==> src/rtl/core/sld_pkg.sv <==
// Shared types and constants for the start-of-frame / length / checksum deframer.
// Holds the parser phase encoding, the result kind codes and the result struct.
// Depends on nothing; imported by sld_parser and sof_length_checksum_deframer.
`timescale 1ns / 1ps

package sld_pkg;

    localparam int BYTE_W = 8;
    localparam logic [BYTE_W-1:0] START_RESET = 8'hAA;

    typedef enum logic [1:0] {
        PHASE_HUNT    = 2'd0,
        PHASE_LEN     = 2'd1,
        PHASE_PAYLOAD = 2'd2,
        PHASE_SUM     = 2'd3
    } t_phase;

    typedef enum logic [1:0] {
        KIND_DATA = 2'd0,
        KIND_GOOD = 2'd1,
        KIND_BAD  = 2'd2
    } t_kind;

    typedef struct packed {
        logic              has_result;
        t_kind             kind;
        logic [BYTE_W-1:0] data;
        logic [BYTE_W-1:0] len;
        logic [BYTE_W-1:0] err;
    } t_result;

endpackage

==> src/rtl/core/sld_parser.sv <==
// Frame parser state machine: phase, length, byte count, running sum, error count.
// Computes the result for the presented byte and updates its state on a step.
// Depends on sld_pkg.
`timescale 1ns / 1ps

module sld_parser
    import sld_pkg::*;
(
    input  logic              i_clk,
    input  logic              i_rst_n,
    input  logic              i_step,
    input  logic [BYTE_W-1:0] i_byte,
    input  logic [BYTE_W-1:0] i_start_byte,
    output t_result           o_res
);

    t_phase            r_phase;
    t_phase            n_phase;
    logic [BYTE_W-1:0] r_frame_len;
    logic [BYTE_W-1:0] n_frame_len;
    logic [BYTE_W-1:0] r_count;
    logic [BYTE_W-1:0] n_count;
    logic [BYTE_W-1:0] r_sum;
    logic [BYTE_W-1:0] n_sum;
    logic [BYTE_W-1:0] r_err;
    logic [BYTE_W-1:0] n_err;
    logic [BYTE_W-1:0] w_count_inc;
    logic [BYTE_W-1:0] w_err_inc;
    logic              w_sum_ok;

    assign w_count_inc = r_count + 8'd1;
    assign w_err_inc   = r_err + 8'd1;
    assign w_sum_ok    = (r_sum == i_byte);

    always_comb begin
        n_phase     = r_phase;
        n_frame_len = r_frame_len;
        n_count     = r_count;
        n_sum       = r_sum;
        n_err       = r_err;
        unique case (r_phase)
            PHASE_HUNT: begin
                if (i_byte == i_start_byte) begin
                    n_sum   = i_byte;
                    n_phase = PHASE_LEN;
                end
            end
            PHASE_LEN: begin
                n_frame_len = i_byte;
                n_count     = '0;
                n_sum       = r_sum + i_byte;
                n_phase     = (i_byte == '0) ? PHASE_SUM : PHASE_PAYLOAD;
            end
            PHASE_PAYLOAD: begin
                n_count = w_count_inc;
                n_sum   = r_sum + i_byte;
                if (w_count_inc == r_frame_len) begin
                    n_phase = PHASE_SUM;
                end
            end
            PHASE_SUM: begin
                n_phase = PHASE_HUNT;
                if (!w_sum_ok) begin
                    n_err = w_err_inc;
                end
            end
        endcase
    end

    always_comb begin
        o_res.has_result = 1'b0;
        o_res.kind       = KIND_DATA;
        o_res.data       = '0;
        o_res.len        = r_frame_len;
        o_res.err        = r_err;
        unique case (r_phase)
            PHASE_HUNT, PHASE_LEN: begin
                o_res.has_result = 1'b0;
            end
            PHASE_PAYLOAD: begin
                o_res.has_result = 1'b1;
                o_res.data       = i_byte;
            end
            PHASE_SUM: begin
                o_res.has_result = 1'b1;
                if (w_sum_ok) begin
                    o_res.kind = KIND_GOOD;
                end else begin
                    o_res.kind = KIND_BAD;
                    o_res.err  = w_err_inc;
                end
            end
        endcase
    end

    always_ff @(posedge i_clk) begin
        if (!i_rst_n) begin
            r_phase     <= PHASE_HUNT;
            r_frame_len <= '0;
            r_count     <= '0;
            r_sum       <= '0;
            r_err       <= '0;
        end else if (i_step) begin
            r_phase     <= n_phase;
            r_frame_len <= n_frame_len;
            r_count     <= n_count;
            r_sum       <= n_sum;
            r_err       <= n_err;
        end
    end

    a_payload_count_bounded: assert property (@(posedge i_clk) disable iff (!i_rst_n)
        (r_phase == PHASE_PAYLOAD) |-> (r_count != r_frame_len))
        else $error("payload count reached frame length while still in payload");

    a_zero_len_skips_payload: assert property (@(posedge i_clk) disable iff (!i_rst_n)
        (i_step && r_phase == PHASE_LEN && i_byte == '0) |=> (r_phase == PHASE_SUM))
        else $error("zero-length frame did not go straight to checksum");

    a_error_only_on_bad: assert property (@(posedge i_clk) disable iff (!i_rst_n)
        (i_step && !(r_phase == PHASE_SUM && !w_sum_ok)) |=> $stable(r_err))
        else $error("error count moved without a checksum failure");

endmodule

==> src/rtl/core/sof_length_checksum_deframer.sv <==
// Deframer for start byte / length / payload / additive checksum frames.
// Bytes pass the input register, results the result register. Throughput: one byte
// per cycle unless i_ready stalls; the input and result registers run back to back.
// A byte that gives no result retires without waiting for the output side.
// Reset (synchronous, active low) empties both stages, returns the parser to the hunt
// and sets the start byte to 0xAA. Depends on sld_pkg and sld_parser.
`timescale 1ns / 1ps

module sof_length_checksum_deframer
    import sld_pkg::*;
(
    input  logic              i_clk,
    input  logic              i_rst_n,
    input  logic              i_cfg_we,
    input  logic [BYTE_W-1:0] i_cfg_wdata,
    input  logic              i_valid,
    output logic              o_ready,
    input  logic [BYTE_W-1:0] i_in_byte,
    output logic              o_valid,
    input  logic              i_ready,
    output logic [1:0]        o_out_kind,
    output logic [BYTE_W-1:0] o_out_byte,
    output logic [BYTE_W-1:0] o_out_len,
    output logic [BYTE_W-1:0] o_error_total
);

    logic [BYTE_W-1:0] r_start_byte;
    logic              r_in_valid;
    logic [BYTE_W-1:0] r_in_byte;
    logic              r_out_valid;
    t_kind             r_kind;
    logic [BYTE_W-1:0] r_byte;
    logic [BYTE_W-1:0] r_len;
    logic [BYTE_W-1:0] r_err;
    t_result           w_res;
    logic              w_out_free;
    logic              w_advance;
    logic              w_load;

    assign w_out_free = !r_out_valid || i_ready;
    assign w_advance  = r_in_valid && (w_out_free || !w_res.has_result);
    assign w_load     = w_advance && w_res.has_result;
    assign o_ready    = !r_in_valid || w_advance;

    sld_parser u_parser (
        .i_clk        (i_clk),
        .i_rst_n      (i_rst_n),
        .i_step       (w_advance),
        .i_byte       (r_in_byte),
        .i_start_byte (r_start_byte),
        .o_res        (w_res)
    );

    always_ff @(posedge i_clk) begin
        if (!i_rst_n) begin
            r_start_byte <= START_RESET;
        end else if (i_cfg_we) begin
            r_start_byte <= i_cfg_wdata;
        end
    end

    always_ff @(posedge i_clk) begin
        if (!i_rst_n) begin
            r_in_valid <= 1'b0;
        end else if (o_ready) begin
            r_in_valid <= i_valid;
        end
    end

    always_ff @(posedge i_clk) begin
        if (i_valid && o_ready) begin
            r_in_byte <= i_in_byte;
        end
    end

    always_ff @(posedge i_clk) begin
        if (!i_rst_n) begin
            r_out_valid <= 1'b0;
        end else if (w_load) begin
            r_out_valid <= 1'b1;
        end else if (i_ready) begin
            r_out_valid <= 1'b0;
        end
    end

    always_ff @(posedge i_clk) begin
        if (w_load) begin
            r_kind <= w_res.kind;
            r_byte <= w_res.data;
            r_len  <= w_res.len;
            r_err  <= w_res.err;
        end
    end

    assign o_valid       = r_out_valid;
    assign o_out_kind    = r_kind;
    assign o_out_byte    = r_byte;
    assign o_out_len     = r_len;
    assign o_error_total = r_err;

    a_stalled_input_held: assert property (@(posedge i_clk) disable iff (!i_rst_n)
        (r_in_valid && !w_advance) |=> (r_in_valid && $stable(r_in_byte)))
        else $error("stalled input byte was lost or changed");

    a_no_overwrite: assert property (@(posedge i_clk) disable iff (!i_rst_n)
        (r_out_valid && !i_ready) |-> !w_load)
        else $error("result register overwritten while waiting");

    a_status_byte_zero: assert property (@(posedge i_clk) disable iff (!i_rst_n)
        (r_out_valid && r_kind != KIND_DATA) |-> (r_byte == '0))
        else $error("frame status result carries a nonzero byte");

    a_kind_legal: assert property (@(posedge i_clk) disable iff (!i_rst_n)
        r_out_valid |-> (r_kind == KIND_DATA || r_kind == KIND_GOOD || r_kind == KIND_BAD))
        else $error("result kind out of range");

endmodule
==> config.mk <==
export PLATFORM = sky130hd
export DESIGN_NAME = sof_length_checksum_deframer
export DESIGN_NICKNAME = d
export VERILOG_FILES = /design/src/rtl/core/sld_pkg.sv /design/src/rtl/core/sld_parser.sv /design/src/rtl/core/sof_length_checksum_deframer.sv
export SDC_FILE = /design/constraint.sdc
export NUM_CORES = 1
export LEC_CHECK = 0
export BUFFER_PORTS_ARGS = -buffer_cell sky130_fd_sc_hd__buf_2
export CORE_MARGIN = 2
export CORE_UTILIZATION = 45
export DETAILED_ROUTE_END_ITERATION = 8
export PLACE_DENSITY = 0.71
export SYNTH_ARGS = -nofsm -noshare
export SYNTH_HDL_FRONTEND = slang
export SYNTH_SLANG_ARGS = --single-unit
==> constraint.sdc <==
create_clock -name i_clk -period 3 [get_ports i_clk]
set_input_delay 0.3 -clock i_clk [delete_from_list [all_inputs] [get_ports i_clk]]
set_output_delay 0.3 -clock i_clk [all_outputs]
set_load 0.1 [all_outputs]
## After elaboration in Yosys (flattened, before gate mapping)

Index checks and enable logic that the tools add are counted.

| word-level totals | value |
|---|---|
| input bits | 21 |
| word-level logic and storage cells | 58 |
| output and inout port bits | 28 |
| bits in registers | 78 |

| cells by class | value |
|---|---|
| reduce and logical (&&, ||, !) cells | 21 |
| muxes and demuxes | 13 |
| equality and inequality tests | 8 |
| add/sub/neg operators | 3 |

Operators with widths:

| cell | number |
|---|---|
| 8-bit one-hot mux with 2 select lines | 2 |
| 8-bit == test | 3 |
| 8-bit 2-to-1 mux | 3 |
| 8-bit by 1-bit adder with 8-bit output (second input constant) | 2 |
| 8-bit adder | 1 |
| 8-bit zero test | 1 |
| 2-bit one-hot mux with 4 select lines | 1 |
| 2-bit 2-to-1 mux | 3 |
| 3-bit AND reduction | 2 |
| 2-bit nonzero test | 3 |
| 2-bit OR reduction | 3 |
| 2-bit == test (second input constant) | 2 |
| 2-bit by 1-bit != test with 1-bit output (second input constant) | 2 |
| 2-bit AND reduction | 2 |
| 1-bit logical AND | 3 |
| 1-bit zero test | 3 |
| 1-bit logical OR | 3 |
| 1-bit 2-to-1 mux | 3 |
| 2-bit by 1-bit == test with 1-bit output (second input constant) | 1 |
| 2-bit zero test | 1 |
| 1-bit one-hot mux with 2 select lines | 1 |

## Longest topological paths before layout

Gate-level depths: netlist of the first run.

| depth | value |
|---|---|
| depth after elaboration | 8 |
| depth in mapped cells | 9 |
| depth with buffers taken out | 9 |

## Modules after synthesis

From an unflattened synthesis of the first run, not the netlist that was laid out.

| second synthesis, totals | value |
|---|---|
| cells, all modules | 373 |
| area, all modules | 3839.9 um^2 |

Modules (own cells, without submodules):

| module | instances | cells an instance | area each (um^2) | seq. area each (um^2) |
|---|---|---|---|---|
| sld_parser | 1 | 301 | 2419.8 | 680.7 |
| sof_length_checksum_deframer | 1 | 72 | 1420.1 | 1221.2 |

## Worst setup path before layout of the first run

Ideal clock, no wire load.

| path | value |
|---|---|
| kind | register -> register |
| start | register r_out_valid, in the netlist o_valid |
| end | register r_err[0], in the netlist o_error_total[0] (enable) |
| data arrival time | 2.357 ns |
| slack | 0.234 ns |
| data required time | 2.591 ns |
| buffers on the path | 1 |
| library setup time | 0.409 ns |
| cell stages (with the launch flop) | 5 |
| period minus slack after synthesis | 2.766 ns |
| cell sequence | dfxtp_1 > nand2b_1 > o21ai_0 > buf_2 > nor2_1 |

| on the way | value |
|---|---|
| longest elaborated chain between the ends | 5 |

RTL lines:

| item | RTL line | text |
|---|---|---|
| from (decl) | sof_length_checksum_deframer.sv:30 | `logic r_out_valid;` |
| from (signal assigned) | sof_length_checksum_deframer.sv:78 | `r_out_valid <= 1'b0;` |
| from (signal assigned) | sof_length_checksum_deframer.sv:80 | `r_out_valid <= 1'b1;` |
| from (signal assigned) | sof_length_checksum_deframer.sv:82 | `r_out_valid <= 1'b0;` |
| 1-bit zero test | sof_length_checksum_deframer.sv:40 | `assign w_out_free = !r_out_valid \|\| i_ready;` |
| 1-bit logical OR | sof_length_checksum_deframer.sv:40 |  |
| 1-bit logical OR | sof_length_checksum_deframer.sv:41 | `assign w_advance = r_in_valid && (w_out_free \|\| !w_res.has_result);` |
| 1-bit logical AND | sof_length_checksum_deframer.sv:41 |  |
| 1-bit logical AND | sof_length_checksum_deframer.sv:42 | `assign w_load = w_advance && w_res.has_result;` |
| named net w_load | sof_length_checksum_deframer.sv:38 | `logic w_load;` |
| to (signal assigned) | sof_length_checksum_deframer.sv:91 | `r_err <= w_res.err;` |
| to (decl) | sof_length_checksum_deframer.sv:34 | `logic [BYTE_W-1:0] r_err;` |

The timed path passes the listed nets, and every way through them passes these cells.
A chain may end at the register's enable or synchronous reset.

## Final worst setup path of the first run

| path | value |
|---|---|
| start | register u_parser.r_phase[0] |
| end | register u_parser.r_sum[4] |

| on the way | value |
|---|---|
| longest elaborated chain between the ends | 7 |
| elaborated cells between the ends (all ways) | 15 |
| classes of those cells | eq/ne (4); mux (2); reduce/logical (9) |

RTL lines:

| item | RTL line | text |
|---|---|---|
| from (decl) | sld_parser.sv:17 | `t_phase r_phase;` |
| from (signal assigned) | sld_parser.sv:104 | `r_phase <= n_phase;` |
| 2-bit == test, or another cell as far along | sld_parser.sv:41, sld_parser.sv:76 |  |
| 2-bit OR reduction (on tied branches) | - |  |
| 1-bit one-hot mux with 2 select lines | sld_parser.sv:76 | `unique case (r_phase)` |
| 1-bit zero test | sof_length_checksum_deframer.sv:41 |  |
| 1-bit logical OR | sof_length_checksum_deframer.sv:41 |  |
| 1-bit logical AND | sof_length_checksum_deframer.sv:41 |  |
| 3-bit AND reduction (no source line) | - |  |
| to (signal assigned) | sld_parser.sv:107 | `r_sum <= n_sum;` |
| to (decl) | sld_parser.sv:23 | `logic [BYTE_W-1:0] r_sum;` |

Several ways; a longest one is shown, not always the timed one.

==> results of run 1 <==
flip-flops by register name (all words and copies together), names as in the netlist:
signal	cells
o_error_total	8
o_valid	1
r_in_byte	8
o_out_kind	2
r_start_byte	8
u_parser.r_phase	2
o_out_byte	8
o_out_len	8
u_parser.r_err	8
u_parser.r_frame_len	8
u_parser.r_count	8
r_in_valid	1
u_parser.r_sum	8
area by class of cell:
cell class | instances | share of cell area
clock buffer | 10 | 0.0291
inverter | 14 | 0.0120
clock inverter | 6 | 0.0143
sequential | 78 | 0.434
multi-input combinational | 265 | 0.413
tap | 105 | 0.0300
timing repair buffer | 54 | 0.0680
report_power, final:
part           switching [W]  total [W]  leakage, nW  internal, W
Combinational      0.0000600   0.000106        0.941    0.0000455
Clock               0.000388   0.000769       0.0883     0.000382
Sequential         0.0000259    0.00114        0.669      0.00112
critical path: cells and delay by family (launching register included):
kind | cells | cell delay (ns)
AND/OR/NAND/NOR | 2 | 0.62
AO/OA/AOI/OAI | 2 | 0.51
adder cells (fa/ha/maj) | 1 | 0.72
flip-flops | 1 | 0.41
buffers and inverters | 1 | 0.11
cells in the final DEF, fill, tap and decap left out, drive strengths merged, types with 2 or more instances in the layout:
cell type	count
a21oi	19
nand2b	5
o2111ai	3
edfxtp	34
inv	14
a311oi	3
o21ai	14
and2	8
clkbuf	10
clkinv	2
nor4	6
xnor2	14
dfxtp	44
buf	54
a31oi	2
nor4b	4
a211oi	3
nand3	9
or3	5
mux2i	21
nor3	14
a21o	5
a21boi	2
ha	13
clkinvlp	3
nand3b	3
xor2	16
nand2	20
o21a	2
nand4	6
nor2	43
and3	2
nor2b	6
or2	2
metal layers:
metal / GRT usage / vias to the layer above / wire length [µm] / share of wire
li1: - / 1432 / - / -
met1: 0.245 / 1378 / 3740 / 0.44
met2: 0.335 / 69 / 4230 / 0.50
met3: 0.0341 / 9 / 355 / 0.042
met4: 0.0763 / 0 / 102 / 0.012
met5: 0 / - / 0 / 0
per-stage QoR:
stage / power [W] / utilization / setup WS (ns) / hold WS [ns]
2_1_floorplan: 0.00123 / - / 0.234 / 0.399
3_3_place_gp: 0.00127 / 0.508 / 0.678 / 0.476
3_5_place_dp: 0.00127 / 0.508 / 0.537 / 0.479
4_1_cts: 0.00204 / 0.531 / 0.508 / 0.106
5_1_grt: 0.00209 / 0.531 / 0.319 / 0.0968
6_report: 0.00202 / 0.531 / 0.532 / 0.120
worst paths after layout:
check | cells past startpoint | slack [ns] | to
max | 6 | 0.53 | u_parser.r_sum[4]$_SDFFE_PN0P_
min | 1 | 0.12 | r_in_byte[7]$_DFFE_PP_
max reg2reg | 6 | 0.53 | u_parser.r_sum[4]$_SDFFE_PN0P_
min reg2reg | 2 | 0.50 | r_start_byte[3]$_SDFFE_PN1P_
cells by family after synthesis:
| group | synth area share |
|---|---|
| AOI/OAI and AO/OA | 0.110 |
| buffers and inverters | 0.0361 |
| and+or+nand+nor | 0.186 |
| adders and majority gates | 0.0475 |
| xor gates and xnor gates | 0.0683 |
| muxes | 0.0576 |
| DFF | 0.494 |
==> results.ini, run 1 <==
[final_layout]
drive_gt1_frac=0.187
diodes=0
final_cells=532
regArea_mm2=0.00190
multi_input_area_mm2=0.00181
areaGrowthSynthToFinish_pct=13.9
fill_cells=750
fin_area_mm2=0.00438
nNetsFinal=457

[floorplan]
core_area_mm2=0.00826
chipWidth_um=96.5
rows=33
io_pins=49
die_area_mm2=0.00930
die_h_um=96.5
start_util=0.466

[yosys]
synth_most_common_cell=dfxtp_1
synthArstFlopShare=0
ys_warn_count=0
synth_top_area_share=0.265
ys_seq_area_frac=0.494
synth_edf_count=34
synth.ff_latch_count=78
synth.top_cells.by_count=dfxtp_1, nor2_1, edfxtp_1
syn-num-nets=407
synth_area_mm2=0.00385
synth_cell_type_count=55
syn_avg_cell_area_um2=10.3
synthTopCellsByArea=edfxtp_1, dfxtp_1, mux2i_1
synth_cells=372
synth_ff_type=dfxtp_1
synth_top_area_cell=edfxtp_1

[grt]
gr-usage-all-layers=0.195
grt_pass1_wl_um=13700
grt_max_degree=25
antenna_found_initial=0
grt-ovfl-total=0
grt_pass1_vias=2829

[place]
dpl_cell_area_mm2=0.00419
port_buffers=48
gp_congestion=0.897
placed_cells=516
hpwl_um=5990

[critical_path]
critPathKind=flop to flop
worst_r2r_startpoint=u_parser.r_phase[0]$_SDFFE_PN0P_
crit_required_ns=3.24
crit_start=u_parser.r_phase[0]$_SDFFE_PN0P_
cpPeakStageDelay_ns=0.72
crit_path_cell_trace=inv_1 > ha_1 > o21ai_0 > nor2_2 > nor2_1 > a311oi_1
crit_path_top_delay_cell=ha_1
endpoint_kind=flop
cp_max_fo=18
worstSetupStartpointType=flop
arrival_ns=2.71

[sta]
max_freq_mhz=405
finalMaxSlewViolations=0
slew_headroom=0.502
finalHoldViolCount=0
finalSetupTns_ns=0
min_period_ns=2.47
finalSetupViolCount=0
rsz0062_at_grt=no
tightest_slew_ns=0.746
final.setup_skew_ns=0.0156
finalCritPeriodShare=0.823

[power_and_ir_drop]
ir_drop_v=0.000323
powerDensity_mw_per_mm2=461
p_leak_nw=1.70

[clock_tree]
clk_path_buf_depth=2
clk_pin_slew_ns=0.08
ctsResizeCount=0
holdBufCountCts=0
postCtsSetupBuffers=0
htree_levels=3
root_buffer=clkbuf_8
cts_tree=done
numCtsBuffers=9
clock_latency_ns=0.35
cts.sinks=78

[run_status]
status=finished, final reports clean

[routing]
drc=0
wire_per_inst_um=15.8
antenna_left=0
wl_um=8430
vias_per_cell=5.43
drtIter0Drc=100
drt_pass1_iterations=4
num_vias=2888

[worst_hold_path]
hp-start=i_in_byte[7]
worstHoldPathType=primary input to flop

[run]
drv_cap=0

Power figures use the tool's default switching activity.
==> inputs of run 2 (changes only) <==
PLACE_DENSITY = 0.73   (was 0.71)
clock period = 2.1 ns   (was 3 ns; I/O delays follow)
==> results.ini, run 2 (synthesized netlist as in run 1, its figures left out) <==
[routing]
antenna_left=0  ; unchanged
wire_per_inst_um=16.0  ; +1.0%
drc=0  ; unchanged
num_vias=3039  ; +5.2%
wl_um=9000  ; +6.7%
vias_per_cell=5.41  ; -0.39%
drtIter0Drc=168  ; +68%
drt_pass1_iterations=4  ; unchanged

[sta]
slew_headroom=0.522  ; +0.0197
finalCritPeriodShare=0.978  ; +0.155
finalMaxSlewViolations=0  ; unchanged
finalSetupViolCount=0  ; unchanged
tightest_slew_ns=0.709  ; -0.0362 ns
rsz0062_at_grt=yes
fin_worst_hold_slack_ns=0.0230  ; -0.0967 ns
finalHoldViolCount=0  ; unchanged
min_period_ns=2.05  ; -0.414 ns
max_freq_mhz=487  ; +20%
final.setup_skew_ns=0.0135  ; -0.00214 ns

[final_layout]
final_cell_mix=buf_2, dfxtp_1, nor2_1
drive_gt1_frac=0.274  ; +0.0862
final_common_cell=buf_2
nNetsFinal=487  ; +6.6%
finish.utilization=0.580  ; +0.0491
areaGrowthSynthToFinish_pct=24.5
diodes=0  ; unchanged

[power_and_ir_drop]
power_switching_share=0.238  ; +0.00313
ir_drop_v=0.000408  ; +26%
clockPowerShare=0.375  ; -0.006
powerDensity_mw_per_mm2=618  ; +34%
seq_power_share=0.548  ; -0.019
p_int_w=0.00226  ; +46%
p_switching_w=0.000704  ; +49%
p_leak_nw=1.88  ; +11%
p_comb_frac=0.077  ; +0.025

[floorplan]
io_pins=49  ; unchanged
rows=33  ; unchanged
start_util=0.466  ; unchanged
die_h_um=96.5  ; unchanged
die_area_mm2=0.00930  ; unchanged
core_area_mm2=0.00826  ; unchanged
chipWidth_um=96.5  ; unchanged

[grt]
grt_pass1_vias=2977  ; +5.2%
antenna_found_initial=0  ; unchanged
grt-ovfl-total=0  ; unchanged
grt_max_degree=21  ; -16%
gr-usage-all-layers=0.208  ; +0.0123
grt_pass1_wl_um=14300  ; +4.3%

[clock_tree]
cts_tree=done
clk_path_buf_depth=2  ; unchanged
clock_latency_ns=0.36  ; about the same
numCtsBuffers=9  ; unchanged
root_buffer=clkbuf_8
cts.sinks=78  ; unchanged
htree_levels=3  ; unchanged
clk_pin_slew_ns=0.08  ; about the same

[worst_hold_path]
worstHoldPathType=primary input to flop

[critical_path]
cp_max_fo=3  ; -15
endpoint_kind=flop
arrival_ns=2.35  ; -0.36 ns
crit_required_ns=2.40  ; -0.84 ns
critPathKind=flop to flop
worstSetupStartpointType=flop

[place]
hpwl_um=6320  ; +5.6%
gp_congestion=0.878  ; -2.1%
port_buffers=48  ; unchanged

[run]
drv_cap=0  ; unchanged

[run_status]
status=finished, final reports clean

-- run 2: power by group through the flow --
| stage | clock [W] | combinational, W | sequential (W) |
|---|---|---|---|
| after floorplan | 0 | 0.000109 | 0.00165 |
| after global placement | 0 | 0.000197 | 0.00165 |
| after detailed placement | 0 | 0.000202 | 0.00165 |
| after CTS | 0.00113 | 0.000210 | 0.00162 |
| after global routing | 0.00121 | 0.000246 | 0.00163 |
| final | 0.00111 | 0.000227 | 0.00162 |
-- run 2: through the flow --
stage	setup WS, ns	cell area (µm²)	setup TNS (ns)	total power, W	instances
3_5_place_dp	-0.0802	4410	-0.112	0.00186	541
5_1_grt	-0.0284	4790	-0.0608	0.00308	562
4_1_cts	-0.0197	4650	-0.0197	0.00296	559
3_3_place_gp	0.0334	4410	0	0.00185	541
6_report	0.0466	4790	0	0.00296	562
2_1_floorplan	0.0377	3850	0	0.00176	372
-- run 2: critical path, stage by stage, from the launching register on --
cell	delay, ns
edfxtp_1	0.51
buf_4	0.19
xor2_1	0.13
nor4_1	0.29
a21boi_1	0.19
a311oi_1	0.29
o21a_1	0.22
mux2i_1	0.18
-- run 2: final timing paths --
check,startpoint,endpoint,slack (ns),depth (start not counted)
max reg2reg,r_in_byte[5]$_DFFE_PP_,u_parser.r_phase[1]$_SDFFE_PN0P_,0.05,7
max,r_in_byte[5]$_DFFE_PP_,u_parser.r_phase[1]$_SDFFE_PN0P_,0.05,7
min reg2reg,r_start_byte[7]$_SDFFE_PN1P_,r_start_byte[7]$_SDFFE_PN1P_,0.50,2
min,i_in_byte[7],r_in_byte[7]$_DFFE_PP_,0.02,1
-- run 2: layout make-up --
class	count	area, µm²
inverter	14	52.6
sequential	78	1900
clock buffer	11	131
timing repair buffer	84	561
fill	669	3470
multi-input combinational	265	1950
tap	105	131
clock inverter	5	60.1
-- run 2: what timing repair did --
action | 4_1_cts | 5_1_grt
resized for setup | 5 | 22
hold buffers | 0 | 1
hold endpoints to repair | 0 | 1
pin swaps | 1 | 11
cloned | 0 | 0
setup buffers | 2 | 3
setup endpoints to repair | 8 | 20
-- run 2: layer usage --
layer  vias up  global-route usage  wire length, µm  share of wire
met5         -                   0                0              0
met4         0              0.0986              274          0.030
met3        23              0.0551              377          0.042
met2        79               0.353             4490           0.50
met1      1447               0.244             3850           0.43
li1       1490                   -                -              -
==> inputs of run 3 (changes only) <==
==> constraint.sdc (replaced) <==
create_clock -name i_clk -period 2.1 [get_ports i_clk]
set_input_delay 0.105 -clock i_clk [delete_from_list [all_inputs] [get_ports i_clk]]
set_output_delay 0.105 -clock i_clk [all_outputs]
set_load 0.1 [all_outputs]
==> results.ini, run 3 (synthesized netlist as in run 1, its figures left out) <==
[critical_path]
arrival_ns=2.45  ; +0.10 ns
worst_r2r_startpoint=r_in_byte[5]$_DFFE_PP_
worst_r2r_path_depth=7  ; unchanged
regToRegEndpoint=u_parser.r_err[4]$_SDFFE_PN0P_
cp_max_fo=6  ; +3
critPathKind=flop to flop
endpoint_kind=flop
crit_cells=7  ; unchanged
crit_path_top_delay_cell=edfxtp_1
crit_required_ns=2.41  ; about the same
cpPeakStageDelay_ns=0.51  ; about the same
worstSetupStartpointType=flop
path_buf_inv=1  ; unchanged
crit_path_cell_trace=ha_4 > nor4_2 > buf_4 > a31oi_4 > nand4_2 > or3_1 > a21oi_1
regToRegSetupSlack_ns=-0.04  ; -0.09 ns
cp_top_family=simple AND/OR/NAND/NOR gates

[sta]
finalSetupViolCount=4  ; +4
fin_worst_hold_slack_ns=0.0495  ; +0.0265 ns
min_period_ns=2.14  ; +0.0908 ns
setup_ws_ns=-0.0442  ; -0.0908 ns
finalHoldViolCount=0  ; unchanged
finalMaxSlewViolations=0  ; unchanged
final.setup_skew_ns=0.0160  ; +0.00258 ns
tightest_slew_ns=0.684  ; -0.0253 ns
finalCritPeriodShare=1.02  ; +0.0432
rsz0062_at_grt=yes
max_freq_mhz=466  ; -4.2%
slew_headroom=0.539  ; +0.0170

[final_layout]
areaGrowthSynthToFinish_pct=28.7
regArea_mm2=0.00190  ; about the same
drive_gt1_frac=0.269  ; -0.00421
nNetsFinal=509  ; +4.5%
finish.utilization=0.600  ; +0.0198
diodes=0  ; unchanged
final_cells=584  ; +3.9%
multi_input_area_mm2=0.00191  ; -1.7%
fill_cells=651  ; -2.7%
final_cell_mix=buf_2, dfxtp_1, nor2_1
final_common_cell=buf_2

[routing]
drt_pass1_iterations=4  ; unchanged
wire_per_inst_um=16.0  ; +0.18%
wl_um=9370  ; +4.1%
drtIter0Drc=197  ; +17%
drc=0  ; unchanged
antenna_left=0  ; unchanged
vias_per_cell=5.39  ; -0.41%
num_vias=3145  ; +3.5%

[grt]
top_usage_layer=met2
grt-ovfl-total=0  ; unchanged
antenna_found_initial=0  ; unchanged
use_met2=0.372  ; +0.0191
grt_max_degree=21  ; unchanged
gr-usage-all-layers=0.214  ; +0.00666
grt.met3_usage=0.0551  ; unchanged
grt_use_met1=0.245  ; +0.000625
grt_pass1_vias=3095  ; +4.0%
grt_pass1_wl_um=14800  ; +3.3%

[clock_tree]
htree_levels=3  ; unchanged
root_buffer=clkbuf_8
clk_pin_slew_ns=0.09  ; about the same
clock_latency_ns=0.37  ; about the same
cts.sinks=78  ; unchanged
cts_tree=done
numCtsBuffers=9  ; unchanged
clk_path_buf_depth=2  ; unchanged

[worst_hold_path]
hold-path-endpoint=r_start_byte[1]$_SDFFE_PN1P_
worstHoldPathType=primary input to flop
holdPathStages=2  ; +1
hp-start=i_rst_n

[place]
gp_congestion=0.878  ; unchanged
port_buffers=48  ; unchanged
hpwl_um=6320  ; unchanged
dpl_worst_slack_ns=-0.0802  ; unchanged
placed_cells=541  ; unchanged

[power_and_ir_drop]
p_leak_nw=1.97  ; +4.6%
p_int_w=0.00228  ; +0.92%
powerDensity_mw_per_mm2=604  ; -2.3%
seq_power_share=0.543  ; -0.005
ir_drop_v=0.000411  ; +0.84%
p_comb_frac=0.084  ; +0.007
p_switching_w=0.000715  ; +1.6%
clockPowerShare=0.373  ; -0.002
power_switching_share=0.239  ; +0.00119

[floorplan]
rows=33  ; unchanged
die_area_mm2=0.00930  ; unchanged
core_area_mm2=0.00826  ; unchanged
die_h_um=96.5  ; unchanged
start_util=0.466  ; unchanged
chipWidth_um=96.5  ; unchanged
io_pins=49  ; unchanged

[run_status]
failed_checks=setup timing
status=complete, but fails checks

[run]
drv_cap=0  ; unchanged

## run 3: power groups by stage
stage | combinational (W) | clock (W) | sequential, W
floorplan | 0.000109 | 0 | 0.00165
global placement | 0.000197 | 0 | 0.00165
detailed placement | 0.000202 | 0 | 0.00165
CTS | 0.000236 | 0.00113 | 0.00162
global route | 0.000273 | 0.00120 | 0.00163
finish | 0.000252 | 0.00112 | 0.00162
## run 3: metrics by stage
step                      total power (W)  setup TNS [ns]  cell area (µm²)
after floorplan                   0.00176               0             3850
after global placement            0.00185               0             4410
after detailed placement          0.00186          -0.112             4410
after CTS                         0.00299        -0.00734             4820
after global routing              0.00310          -0.564             4950
final                             0.00299          -0.116             4950
## run 3: worst reg2reg max path: stages, from the launching register on
cell	delay (ns)
edfxtp_1	0.51
ha_4	0.34
nor4_2	0.04
buf_4	0.14
a31oi_4	0.31
nand4_2	0.22
or3_1	0.39
a21oi_1	0.14
## run 3: per-layer routing
layer | share of wire | wire length, µm | vias to the layer above
li1 | - | - | 1540
met1 | 0.41 | 3850 | 1490
met2 | 0.51 | 4760 | 91
met3 | 0.053 | 501 | 24
met4 | 0.027 | 257 | 0
met5 | 0 | 0 | -
## run 3: timing repair
item	in CTS	in global routing
endpoints found under the hold margin	17	0
hold buffers	17	0
setup endpoints to repair	7	32
gates resized for setup	5	15
setup buffers	1	9
pin swaps	0	9
## run 3: final cells by class
type | count | share of cell area
repair buffers | 106 | 0.153
clock buffers | 11 | 0.0265
multi-input cells | 265 | 0.387
well taps | 105 | 0.0265
inverters | 14 | 0.0106
flip-flops and latches | 78 | 0.384
clock inverters | 5 | 0.0121
## run 3: worst max-delay path by stage
stage / startpoint / endpoint / slack [ns]
2_1_floorplan: u_parser.r_phase[0]$_SDFFE_PN0P_ / o_error_total[0]$_DFFE_PP_ / 0.04
3_3_place_gp: r_in_byte[3]$_DFFE_PP_ / u_parser.r_err[5]$_SDFFE_PN0P_ / 0.03
3_5_place_dp: r_in_byte[4]$_DFFE_PP_ / u_parser.r_sum[7]$_SDFFE_PN0P_ / -0.08
4_1_cts: r_in_byte[6]$_DFFE_PP_ / u_parser.r_err[5]$_SDFFE_PN0P_ / -0.005
5_1_grt: r_in_byte[5]$_DFFE_PP_ / u_parser.r_err[3]$_SDFFE_PN0P_ / -0.12
6_report: r_in_byte[5]$_DFFE_PP_ / u_parser.r_err[4]$_SDFFE_PN0P_ / -0.04
